===== config.mk =====
export PLATFORM = sky130hd
export DESIGN_NAME = deadline_timer_queue
export DESIGN_NICKNAME = d
export VERILOG_FILES = /design/src/rtl/dtq_pkg.sv /design/src/rtl/dtq_slot_mem.sv /design/src/rtl/dtq_cmp_unit.sv /design/src/rtl/deadline_timer_queue.sv
export SDC_FILE = /design/constraint.sdc
export NUM_CORES = 1
export LEC_CHECK = 0
export BUFFER_PORTS_ARGS = -buffer_cell sky130_fd_sc_hd__clkbuf_2
export CAP_MARGIN = 10
export CORE_MARGIN = 3
export CORE_UTILIZATION = 52
export CTS_CLUSTER_DIAMETER = 120
export CTS_CLUSTER_SIZE = 12
export DETAILED_ROUTE_END_ITERATION = 12
export PLACE_DENSITY = 0.75
export REMOVE_ABC_BUFFERS = 1
export SLEW_MARGIN = 20
export SYNTH_ARGS = -nofsm -noshare
export SYNTH_HDL_FRONTEND = slang
export SYNTH_SLANG_ARGS = --single-unit

===== constraint.sdc =====
create_clock -name clk -period 8.12 [get_ports clk]
set_input_delay 0.812 -clock clk [delete_from_list [all_inputs] [get_ports clk]]
set_output_delay 0.812 -clock clk [all_outputs]
set_load 0.02 [all_outputs]

===== src/rtl/dtq_pkg.sv =====
// Shared types and codes for the deadline timer queue.
// Used by the compare unit, the top level and the checker; depends on nothing.
`default_nettype none

package dtq_pkg;

  localparam int TIMER_SLOTS_DEF = 16;
  localparam int MAX_RESULTS     = 16;

  // request codes
  localparam logic [1:0] REQ_SCHEDULE = 2'd0;
  localparam logic [1:0] REQ_CANCEL   = 2'd1;
  localparam logic [1:0] REQ_TICK     = 2'd2;

  // result status codes
  localparam logic [2:0] ST_SCHEDULED = 3'd0;
  localparam logic [2:0] ST_FULL      = 3'd1;
  localparam logic [2:0] ST_CANCELLED = 3'd2;
  localparam logic [2:0] ST_NOT_FOUND = 3'd3;
  localparam logic [2:0] ST_EXPIRED   = 3'd4;

  typedef struct packed {
    logic [1:0]  req_type;
    logic [15:0] delay_ticks;
    logic [15:0] cancel_handle;
  } req_t;

  typedef struct packed {
    logic [2:0]  status;
    logic [15:0] timer_handle;
    logic        last_result;
  } rsp_t;

  // verdicts of the shared compare unit on the slot under scan
  typedef struct packed {
    logic due;    // slot due time at or before now
    logic first;  // slot leaves before the current best
    logic hit;    // slot handle matches the cancel handle
  } cmp_t;

endpackage

`default_nettype wire


===== src/rtl/dtq_slot_mem.sv =====
// Slot storage of the timer queue: handle and due time per slot.
// One write port, one read port with registered read data; uses no package.
`default_nettype none

module dtq_slot_mem #(
  parameter int SLOTS = 16
) (
  input  wire logic                     clk,
  input  wire logic                     wr_en,
  input  wire logic [$clog2(SLOTS)-1:0] wr_addr,
  input  wire logic [15:0]              wr_handle,
  input  wire logic [31:0]              wr_due,
  input  wire logic [$clog2(SLOTS)-1:0] rd_addr,
  output      logic [15:0]              rd_handle,
  output      logic [31:0]              rd_due
);

  logic [15:0] mem_handle [SLOTS];
  logic [31:0] mem_due    [SLOTS];

  always_ff @(posedge clk) begin
    if (wr_en) begin
      mem_handle[wr_addr] <= wr_handle;
      mem_due[wr_addr]    <= wr_due;
    end
    rd_handle <= mem_handle[rd_addr];
    rd_due    <= mem_due[rd_addr];
  end

endmodule

`default_nettype wire


===== src/rtl/dtq_cmp_unit.sv =====
// Shared compare unit: due check, expiry ordering and handle match for one slot.
// Depends on dtq_pkg for the verdict struct.
`default_nettype none

module dtq_cmp_unit (
  input  wire logic [31:0] now,
  input  wire logic [15:0] next_handle,
  input  wire logic [15:0] cand_handle,
  input  wire logic [31:0] cand_due,
  input  wire logic [15:0] best_handle,
  input  wire logic [31:0] best_due,
  input  wire logic [15:0] want_handle,
  output dtq_pkg::cmp_t    verdict
);

  logic [31:0] late;
  logic [31:0] gap;
  logic [15:0] age_cand;
  logic [15:0] age_best;

  // due times and ages compare modulo their width
  assign late     = now - cand_due;
  assign gap      = cand_due - best_due;
  assign age_cand = next_handle - cand_handle;
  assign age_best = next_handle - best_handle;

  always_comb begin
    verdict.due = ~late[31];
    // equal due and equal age: the earlier slot, already held as best, wins
    if (cand_due != best_due) begin
      verdict.first = gap[31];
    end else begin
      verdict.first = (age_cand > age_best);
    end
    verdict.hit = (cand_handle == want_handle);
  end

endmodule

`default_nettype wire


===== src/rtl/deadline_timer_queue.sv =====
// Deadline timer queue: schedule presents its result from S_SCHED once the output has space.
// Cancel scans all slots, then answers from S_END.
// Tick: one full slot scan per expired timer plus a closing scan (the S_LAST state
// instead when MAX_RESULTS leave); one memory read a cycle feeds the compare unit.
// One request at a time, a result stall holds the block; req_stall is high until done.
// Reset clears time, handle counter, slot valid bits and output; slot memory is not cleared.
`default_nettype none

module deadline_timer_queue #(
  parameter int TIMER_SLOTS = dtq_pkg::TIMER_SLOTS_DEF
) (
  input  wire logic          clk,
  input  wire logic          rst,
  input  wire logic          req_valid,
  output      logic          req_stall,
  input  wire dtq_pkg::req_t req_word,
  output      logic          rsp_valid,
  input  wire logic          rsp_stall,
  output      dtq_pkg::rsp_t rsp_word
);

  localparam int IW = $clog2(TIMER_SLOTS);
  localparam int NW = $clog2(dtq_pkg::MAX_RESULTS);

  typedef enum logic [2:0] {
    S_IDLE, S_SCHED, S_SCAN, S_DRAIN, S_END, S_LAST
  } state_t;

  state_t             state;
  dtq_pkg::req_t      req_q;
  logic [31:0]        cur_time;
  logic [15:0]        nxt_handle;
  logic [TIMER_SLOTS-1:0] valid;
  logic [IW-1:0]      idx;
  logic               rd_live;
  logic [IW-1:0]      rd_idx;
  logic               best_found;
  logic [IW-1:0]      best_idx;
  logic [15:0]        best_handle;
  logic [31:0]        best_due;
  logic               have_pend;
  logic [15:0]        pend_handle;
  logic [NW-1:0]      n_out;

  logic               space;
  logic               free_found;
  logic [IW-1:0]      free_idx;
  logic               wr_en;
  logic [15:0]        rd_handle;
  logic [31:0]        rd_due;
  dtq_pkg::cmp_t      verdict;

  assign req_stall = (state != S_IDLE);
  assign space     = ~rsp_valid | ~rsp_stall;
  assign wr_en     = (state == S_SCHED) && space && free_found;

  // lowest free slot
  always_comb begin
    free_found = 1'b0;
    free_idx   = '0;
    for (int i = TIMER_SLOTS - 1; i >= 0; i--) begin
      if (!valid[i]) begin
        free_found = 1'b1;
        free_idx   = IW'(i);
      end
    end
  end

  dtq_slot_mem #(
    .SLOTS(TIMER_SLOTS)
  ) u_mem (
    .clk      (clk),
    .wr_en    (wr_en),
    .wr_addr  (free_idx),
    .wr_handle(nxt_handle),
    .wr_due   (cur_time + {16'd0, req_q.delay_ticks}),
    .rd_addr  (idx),
    .rd_handle(rd_handle),
    .rd_due   (rd_due)
  );

  dtq_cmp_unit u_cmp (
    .now        (cur_time),
    .next_handle(nxt_handle),
    .cand_handle(rd_handle),
    .cand_due   (rd_due),
    .best_handle(best_handle),
    .best_due   (best_due),
    .want_handle(req_q.cancel_handle),
    .verdict    (verdict)
  );

  always_ff @(posedge clk) begin
    if (rst) begin
      state      <= S_IDLE;
      rsp_valid  <= 1'b0;
      cur_time   <= '0;
      nxt_handle <= '0;
      valid      <= '0;
      idx        <= '0;
      rd_live    <= 1'b0;
      best_found <= 1'b0;
      have_pend  <= 1'b0;
      n_out      <= '0;
    end else begin
      if (rsp_valid && !rsp_stall) begin
        rsp_valid <= 1'b0;
      end
      rd_live <= (state == S_SCAN);
      rd_idx  <= idx;

      // evaluate the slot read last cycle
      if (rd_live && valid[rd_idx]) begin
        if (req_q.req_type == dtq_pkg::REQ_CANCEL) begin
          if (verdict.hit && !best_found) begin
            best_found <= 1'b1;
            best_idx   <= rd_idx;
          end
        end else if (verdict.due && (!best_found || verdict.first)) begin
          best_found  <= 1'b1;
          best_idx    <= rd_idx;
          best_handle <= rd_handle;
          best_due    <= rd_due;
        end
      end

      case (state)
        S_IDLE: begin
          if (req_valid) begin
            req_q      <= req_word;
            idx        <= '0;
            best_found <= 1'b0;
            case (req_word.req_type)
              dtq_pkg::REQ_SCHEDULE: state <= S_SCHED;
              dtq_pkg::REQ_CANCEL:   state <= S_SCAN;
              dtq_pkg::REQ_TICK: begin
                cur_time  <= cur_time + 32'd1;
                n_out     <= '0;
                have_pend <= 1'b0;
                state     <= S_SCAN;
              end
              default: state <= S_IDLE;
            endcase
          end
        end
        S_SCHED: begin
          if (space) begin
            rsp_valid <= 1'b1;
            if (free_found) begin
              valid[free_idx] <= 1'b1;
              nxt_handle      <= nxt_handle + 16'd1;
              rsp_word        <= '{dtq_pkg::ST_SCHEDULED, nxt_handle, 1'b1};
            end else begin
              rsp_word <= '{dtq_pkg::ST_FULL, 16'd0, 1'b1};
            end
            state <= S_IDLE;
          end
        end
        S_SCAN: begin
          idx <= idx + IW'(1);
          if (idx == IW'(TIMER_SLOTS - 1)) begin
            state <= S_DRAIN;
          end
        end
        S_DRAIN: state <= S_END;
        S_END: begin
          if (req_q.req_type == dtq_pkg::REQ_CANCEL) begin
            if (space) begin
              rsp_valid <= 1'b1;
              if (best_found) begin
                valid[best_idx] <= 1'b0;
                rsp_word <= '{dtq_pkg::ST_CANCELLED, req_q.cancel_handle, 1'b1};
              end else begin
                rsp_word <= '{dtq_pkg::ST_NOT_FOUND, req_q.cancel_handle, 1'b1};
              end
              state <= S_IDLE;
            end
          end else if (!have_pend || space) begin
            // the held timer is last when this scan found nothing more
            if (have_pend) begin
              rsp_valid <= 1'b1;
              rsp_word  <= '{dtq_pkg::ST_EXPIRED, pend_handle, ~best_found};
            end
            if (best_found) begin
              valid[best_idx] <= 1'b0;
              pend_handle     <= best_handle;
              have_pend       <= 1'b1;
              n_out           <= n_out + NW'(1);
              idx             <= '0;
              best_found      <= 1'b0;
              if (n_out == NW'(dtq_pkg::MAX_RESULTS - 1)) begin
                state <= S_LAST;
              end else begin
                state <= S_SCAN;
              end
            end else begin
              have_pend <= 1'b0;
              state     <= S_IDLE;
            end
          end
        end
        S_LAST: begin
          if (space) begin
            rsp_valid <= 1'b1;
            rsp_word  <= '{dtq_pkg::ST_EXPIRED, pend_handle, 1'b1};
            have_pend <= 1'b0;
            state     <= S_IDLE;
          end
        end
        default: state <= S_IDLE;
      endcase
    end
  end

endmodule

`default_nettype wire


Word-level counts from Yosys, hierarchy flattened:

Memories as Yosys holds them, arrays and structs flattened. A register that Yosys moved wholly into a read port is not among the register bits.
Cells that the tools add are included.

* reduce and logical (&&, ||, !) cells: 36
* eq/ne operators: 25
* $add $sub $neg: 9
* bitwise operators: 10
* order comparisons: 6
* mux-type cells: 102

Operator list (count)
* 20-bit 2-to-1 mux: 6
* 4-bit 2-to-1 mux: 28
* 16-bit 2-to-1 mux: 6
* 32-bit subtractor: 2
* 20-bit case mux with 3 select lines: 1
* 1-bit 2-to-1 mux: 41
* 18-bit 2-to-1 mux: 2
* 32-bit by 1-bit adder with 32-bit output, second input constant: 1
* 32-bit by 16-bit adder with 32-bit output: 1
* 32-bit inequality test: 1
* 16-bit case mux with 2 select lines: 1
* 16-bit subtractor: 2
* 3-bit 2-to-1 mux: 7
* 16-bit by 1-bit adder with 16-bit output, second input constant: 1
* 16-bit AND: 1
* 16-bit == test: 1
* 16-bit greater-than comparator: 1
* 2-bit inequality test, second input constant: 8
* 16-bit inverter: 1
* 16-bit bitwise OR: 1
* 4-bit by 5-bit less-than comparator with 1-bit output, second input constant: 3
* 3-bit case mux with 5 select lines: 1
* 5-bit AND reduction: 3
* 4-bit case mux with 3 select lines: 1
* other kinds (30): 67

* output and inout port bits: 22
* bits in registers: 205
* word-level logic and storage cells: 211
* input port bits: 38
* RAM bits: 768
* memories kept: 2

Memory list
* u_mem.mem_due: depth 16, bits a word 32, rd ports 1, clocked after Yosys merged registers in 1, write ports 1, RTL line dtq_slot_mem.sv:19 `logic [31:0] mem_due [SLOTS];`
* u_mem.mem_handle: depth 16, bits a word 16, rd ports 1, clocked after Yosys merged registers in 1, write ports 1, RTL line dtq_slot_mem.sv:18 `logic [15:0] mem_handle [SLOTS];`

Longest topological paths before layout:

* depth after elaboration: 24
* depth in mapped cells: 21

By module:

From an unflattened synthesis, not the netlist that was laid out.

* cells, all modules: 2526
* area total of the unflattened synthesis: 42345.6 um2

By module, submodules not included
* dtq_slot_mem: seq. area each 24023.0 um2, area each 29694.7 um2, cells an instance 1242, times used 1
* deadline_timer_queue: seq. area each 5365.1 um2, area each 9171.3 um2, cells an instance 798, times used 1
* dtq_cmp_unit: seq. area each 0.0 um2, area each 3479.6 um2, cells an instance 486, times used 1

Worst setup path before layout:

Ideal clock, no wire load.

* kind: reg-to-reg
* from: register nxt_handle[1]
* to: register best_due[0], enable pin
* path slack: 2048 ps
* arrival: 5619 ps
* library setup time: 454 ps
* cell stages (with the launch flop): 18
* required time: 7666 ps
* path buffers: 0
* path through: dfxtp_1 -> ha_1 -> nor2b_1 -> o31ai_1 -> a21oi_1 -> a311oi_1 -> nor2_1 -> a211o_1 -> a21oi_1 -> xnor2_1 -> ha_1 -> nand3_1 -> nor3_1 -> a22o_1 -> a211o_1 -> a21oi_1 -> o31ai_1 -> nor2_1

* longest elaborated chain between the ends: 6
* elaborated cells between the ends (all ways): 7
* those cells by class: 2 x add/sub; 1 x order compare; 1 x mux; 3 x reduce/logical

RTL lines
* from (decl): RTL line deadline_timer_queue.sv:32 `logic [15:0] nxt_handle;`
* from (signal assigned): RTL line deadline_timer_queue.sv:151 `nxt_handle <= nxt_handle + 16'd1;`
* 16-bit subtractor (on tied branches): RTL line dtq_cmp_unit.sv:24, dtq_cmp_unit.sv:25
* 16-bit greater-than comparator (*): RTL line dtq_cmp_unit.sv:33 `verdict.first = (age_cand > age_best);`
* 1-bit 2-to-1 mux (*): RTL line dtq_cmp_unit.sv:30 `if (cand_due != best_due) begin`
* 1-bit logical OR (*): RTL line deadline_timer_queue.sv:119 `end else if (verdict.due && (!best_found || verdict.first)) begin`
* 1-bit logical AND (*): RTL line deadline_timer_queue.sv:119
* 4-bit AND reduction (no source line) (*)
* to (signal assigned): RTL line deadline_timer_queue.sv:123 `best_due <= rd_due;`
* to (decl): RTL line deadline_timer_queue.sv:40 `logic [31:0] best_due;`

Mark *: on every way between the ends. The rest lies on a longest branch, timed or not.
A chain may end at the register's enable or synchronous reset.

Worst setup path after layout:

* from: register nxt_handle[1]
* to: register best_due[13], enable pin

Same word-level chain as after synthesis.

==> metrics.md <==
| Metric | Value |
|---|---|
| CP required | `about 8.4 ns` |
| Internal power | `0.008141 W` |
| Nets | `between 2k and 3k` |
| Initial Util | `52.97%` |
| Vias | `approximately 23k` |
| Final GP Congestion | `around 0.9` |
| Core Area | `79640 um^2` |
| Cells taking the most area after synthesis | `edfxtp_1, mux4_2, dfxtp_1` |
| Met1 Usage GRT | `32.23%` |
| Slowest-stage cell, CP | `dfxtp_1` |
| Mapped Avg Cell Area | `approximately 18 um^2` |
| Die Area | `between 80000 and 90000 um^2` |
| Setup bufs post-CTS | `0` |
| Critical Path End | `best_due[13]` |
| Fin Clk Skew | `approximately 0.024 ns` |
| Crit-path cells | `ha_1, nor2b_1, o31ai_1, a21oi_1, a311oi_1, nor2_1, a211o_1, a21oi_1, xnor2_1, ha_1, nand3_1, nor3_1, a22o_1, a211o_1, a21oi_1, o31ai_1, nor2_4, buf_4` |
| Worst path most repeated cell | `a21oi_1` |
| Seq pwr share | `a little under three fifths` |
| Outcome | `completed` |
| Post-synthesis cell area | `between 40000 and 50000 um^2` |
| Leak | `16.25 nW` |
| Met3 usage | `3.844%` |
| Main combinational cell family by area after synthesis | `multiplexers` |
| Final hold violations | `0` |
| Antenna violations before repair | `1` |
| Mux cell area share after synthesis | `13.15%` |
| Final instance count without filler cells | `between 3k and 4k` |
| Post-synth top flop | `edfxtp_1` |
| Root buffer cell | `clkbuf_16` |
| Max H-tree Level | `3` |
| Worst slew pin tran | `between 1 and 1.5 ns` |
| Post-synthesis compound-gate area fraction | `4.084%` |
| Flop2flop setup slack | `~2.3 ns` |
| Post_cts resized | `0` |
| Hpwl dp | `around 56000 um` |
| Busiest grt layer | `met2` |
| Worst Setup Slack, final | `2.330 ns` |
| Synth warnings | `0` |
| Part of the power in combinational logic | `4.2%` |
| Commonest non-fill, non-tap cell in the layout | `edfxtp_1` |
| First-pass GRT wire length | `144700 um` |
| Worst skew pair latency | `0.65 ns` |
| Setup total negative slack | `0 ns` |
| Slew headroom | `23.42%` |
| Switching Fraction | `about a fifth` |
| Register area share after synthesis | `69.66%` |
| Worst VDD drop | `approximately 190 uV` |
| CP arrival | `around 6 ns` |
| Residual DRC count | `0` |
| Final setup violation count | `0` |
| Power share of the clock group | `39.8%` |
| PortBufs | `between 50 and 60` |
| RSZ-0062 raised after global routing | `false` |
| CTS Sinks | `about 1k` |
| Peak Freq | `172.7 MHz` |
| Fraction of layout instances using a drive strength above 1 | `19.80%` |
| CTS hold repair buffers | `0` |
| CTS tree | `done` |
| CP max stage delay | `0.88 ns` |
| Detail Route Antenna Nets | `0` |
| CP startpoint | `nxt_handle[1]` |
| DR pass1 iterations | `9` |
| Max Fanout on Critical Path | `33` |
| Rows | `a little over 100` |
| Cell taking the most area after synthesis | `edfxtp_1` |
| Post-Synth XOR/XNOR Area | `2.470%` |
| Post-synth EDFFs | `about 900` |
| Worst slack at placement | `between 2 and 2.5 ns` |
| Via density | `6.220` |
| Mapped Cells | `2385` |
| RR Startpoint | `nxt_handle[1]` |
| Die Y | `~290 um` |
| Pwr Density | `approximately 220 nW/um^2` |
| Hold path start | `req_word[10]` |
| Synth Area in Simple Gates | `4.709%` |
| Clock Tree Buf Depth | `3` |
| Tmin final | `between 5 and 6 ns` |
| Synth-to-layout area growth | `11.14%` |
| Worst-path clk slew | `about 0.070 ns` |
| Sw Pwr | `about 0.0022 W` |
| Antenna Cells | `0` |
| Worst R2R Path Depth | `18` |
| Max-slew violations | `0` |
| Global route overflow | `0` |
| Vias in the first global route | `~23k` |
| Pin count of the biggest net entering global routing | `approximately 110` |
| Share of the synthesized area in the top cell type | `63.63%` |
| WL/cell | `between 20 and 30 um` |
| Grt met2 use | `between 30% and 40%` |
| Asr flop ratio synth | `0%` |
| Adder-Cell Fraction of Synth Area | `3.968%` |
| DRT iter0 DRCs | `2389` |
| FF+latch count, synth | `a little over 1k` |
| Post-synth cell types | `just over 70` |
| Gr usage total | `22.69%` |
| Worst setup SP type | `flip-flop` |
| Critical path type | `reg2reg` |
| Die X | `roughly 290 um` |
| Num CTS Buffers | `95` |
| Final wirelength | `about 96000 um` |
| Critical path capture point type | `flip-flop` |
| Most frequent cells in the layout | `edfxtp_1, mux4_2, inv_1, ha_1, dfxtp_1` |
| Max-Cap Viols | `0` |
| RR Endpoint | `best_due[13]` |
| Final Cycle Share | `71.30%` |
| Cell Count Post-Placement | `about 3.5k` |
| HP Class | `in2reg` |
| Top-Level Pins | `60` |
==> Yosys cell counts (all sizes together) (4+ instances only) <==
master and instances:
nor3b 4, nor3 40, xor2 60, o22ai 11
o2111ai 4, or3 12, a22o 4, a21boi 6
a21oi 58, nand3b 4, o21ai 49, a21o 19
and3 25, dfxtp 127, o31ai 4, inv 137
buf 22, o21a 26, a31oi 12, clkbuf 55
nand3 34, nor2 133, nand4 26, mux4 245
a211oi 9, a222oi 16, nor4 5, edfxtp 894
and2 10, ha 129, nor2b 9, a311oi 4
and4 6, xnor2 59, nand2b 8, o211ai 7
nand2 76, a211o 5
==> final cells by class <==
cell class,instances,area (um^2)
clock inverters,6,102.6
fillers,5741,32750
multi-input cells,1150,12290
well taps,1050,1314
flip-flops and latches,1021,29400
clock buffers,171,2684
repair buffers,96,585.6
inverters,137,514.2
==> cell families after synthesis <==
family                     after synthesis
DFF                                   1021
and+or+nand+nor                        396
AOI/OAI and AO/OA                      255
muxes                                  248
buffers and inverters                  214
adders and majority gates              132
xor gates and xnor gates               119
==> how the worst min path moves through the flow <==
stage | endpoint | slack, ns | depth (start not counted)
final | req_q[10] | 0.34 | 1
after global placement | pend_handle[6] | 0.44 | 0
after floorplan | best_due[0] | 0.42 | 0
after global routing | req_q[25] | 0.31 | 1
after detailed placement | pend_handle[8] | 0.44 | 0
after CTS | req_q[31] | 0.30 | 1
==> registers in the layout, summed over array words and instances (netlist names), 3 cells and up <==
register,flops
u_mem.mem_due,512
u_mem.mem_handle,256
req_q,34
best_due,32
cur_time,32
u_mem.rd_due,32
rsp_word,20
best_handle,16
nxt_handle,16
pend_handle,16
u_mem.rd_handle,16
valid,16
best_idx,4
idx,4
n_out,4
rd_idx,4
state,3
==> power groups by stage <==
stage	clock network [W]	registers (W)	logic, W
6_report	0.00410	0.00577	0.000431
5_1_grt	0.00436	0.00577	0.000468
4_1_cts	0.00416	0.00577	0.000431
3_5_place_dp	0	0.00588	0.000428
3_3_place_gp	0	0.00587	0.000416
2_1_floorplan	0	0.00589	0.000315
==> through the flow <==
step / area, um^2 / hold WS (ns) / util (%) / power, W
after floorplan: 41880 / 0.4221 / - / 0.006210
after global placement: 43930 / 0.4364 / 55.15 / 0.006291
after detailed placement: 43930 / 0.4360 / 55.16 / 0.006305
after CTS: 46720 / 0.3024 / 58.66 / 0.01036
after global routing: 46890 / 0.3055 / 58.88 / 0.01059
final: 46890 / 0.3366 / 58.88 / 0.01029
==> worst max-delay path, delay by kind of cell (launching register included) <==
family / cells / cell delay (ns)
flip-flops: 1 / 0.88
AO/OA/AOI/OAI: 9 / 2.23
XOR/XNOR: 1 / 0.15
buffers and inverters: 1 / 0.54
adder cells (fa/ha/maj): 2 / 0.62
AND/OR/NAND/NOR: 5 / 0.95
==> metal layers <==
metal | vias to the layer above | part of all wire (%)
met5 | - | 0.0094
met4 | 2 | 2.6
met3 | 161 | 8.0
met2 | 1039 | 49
met1 | 11674 | 41
li1 | 9708 | -
Power figures use the tool's default switching activity.
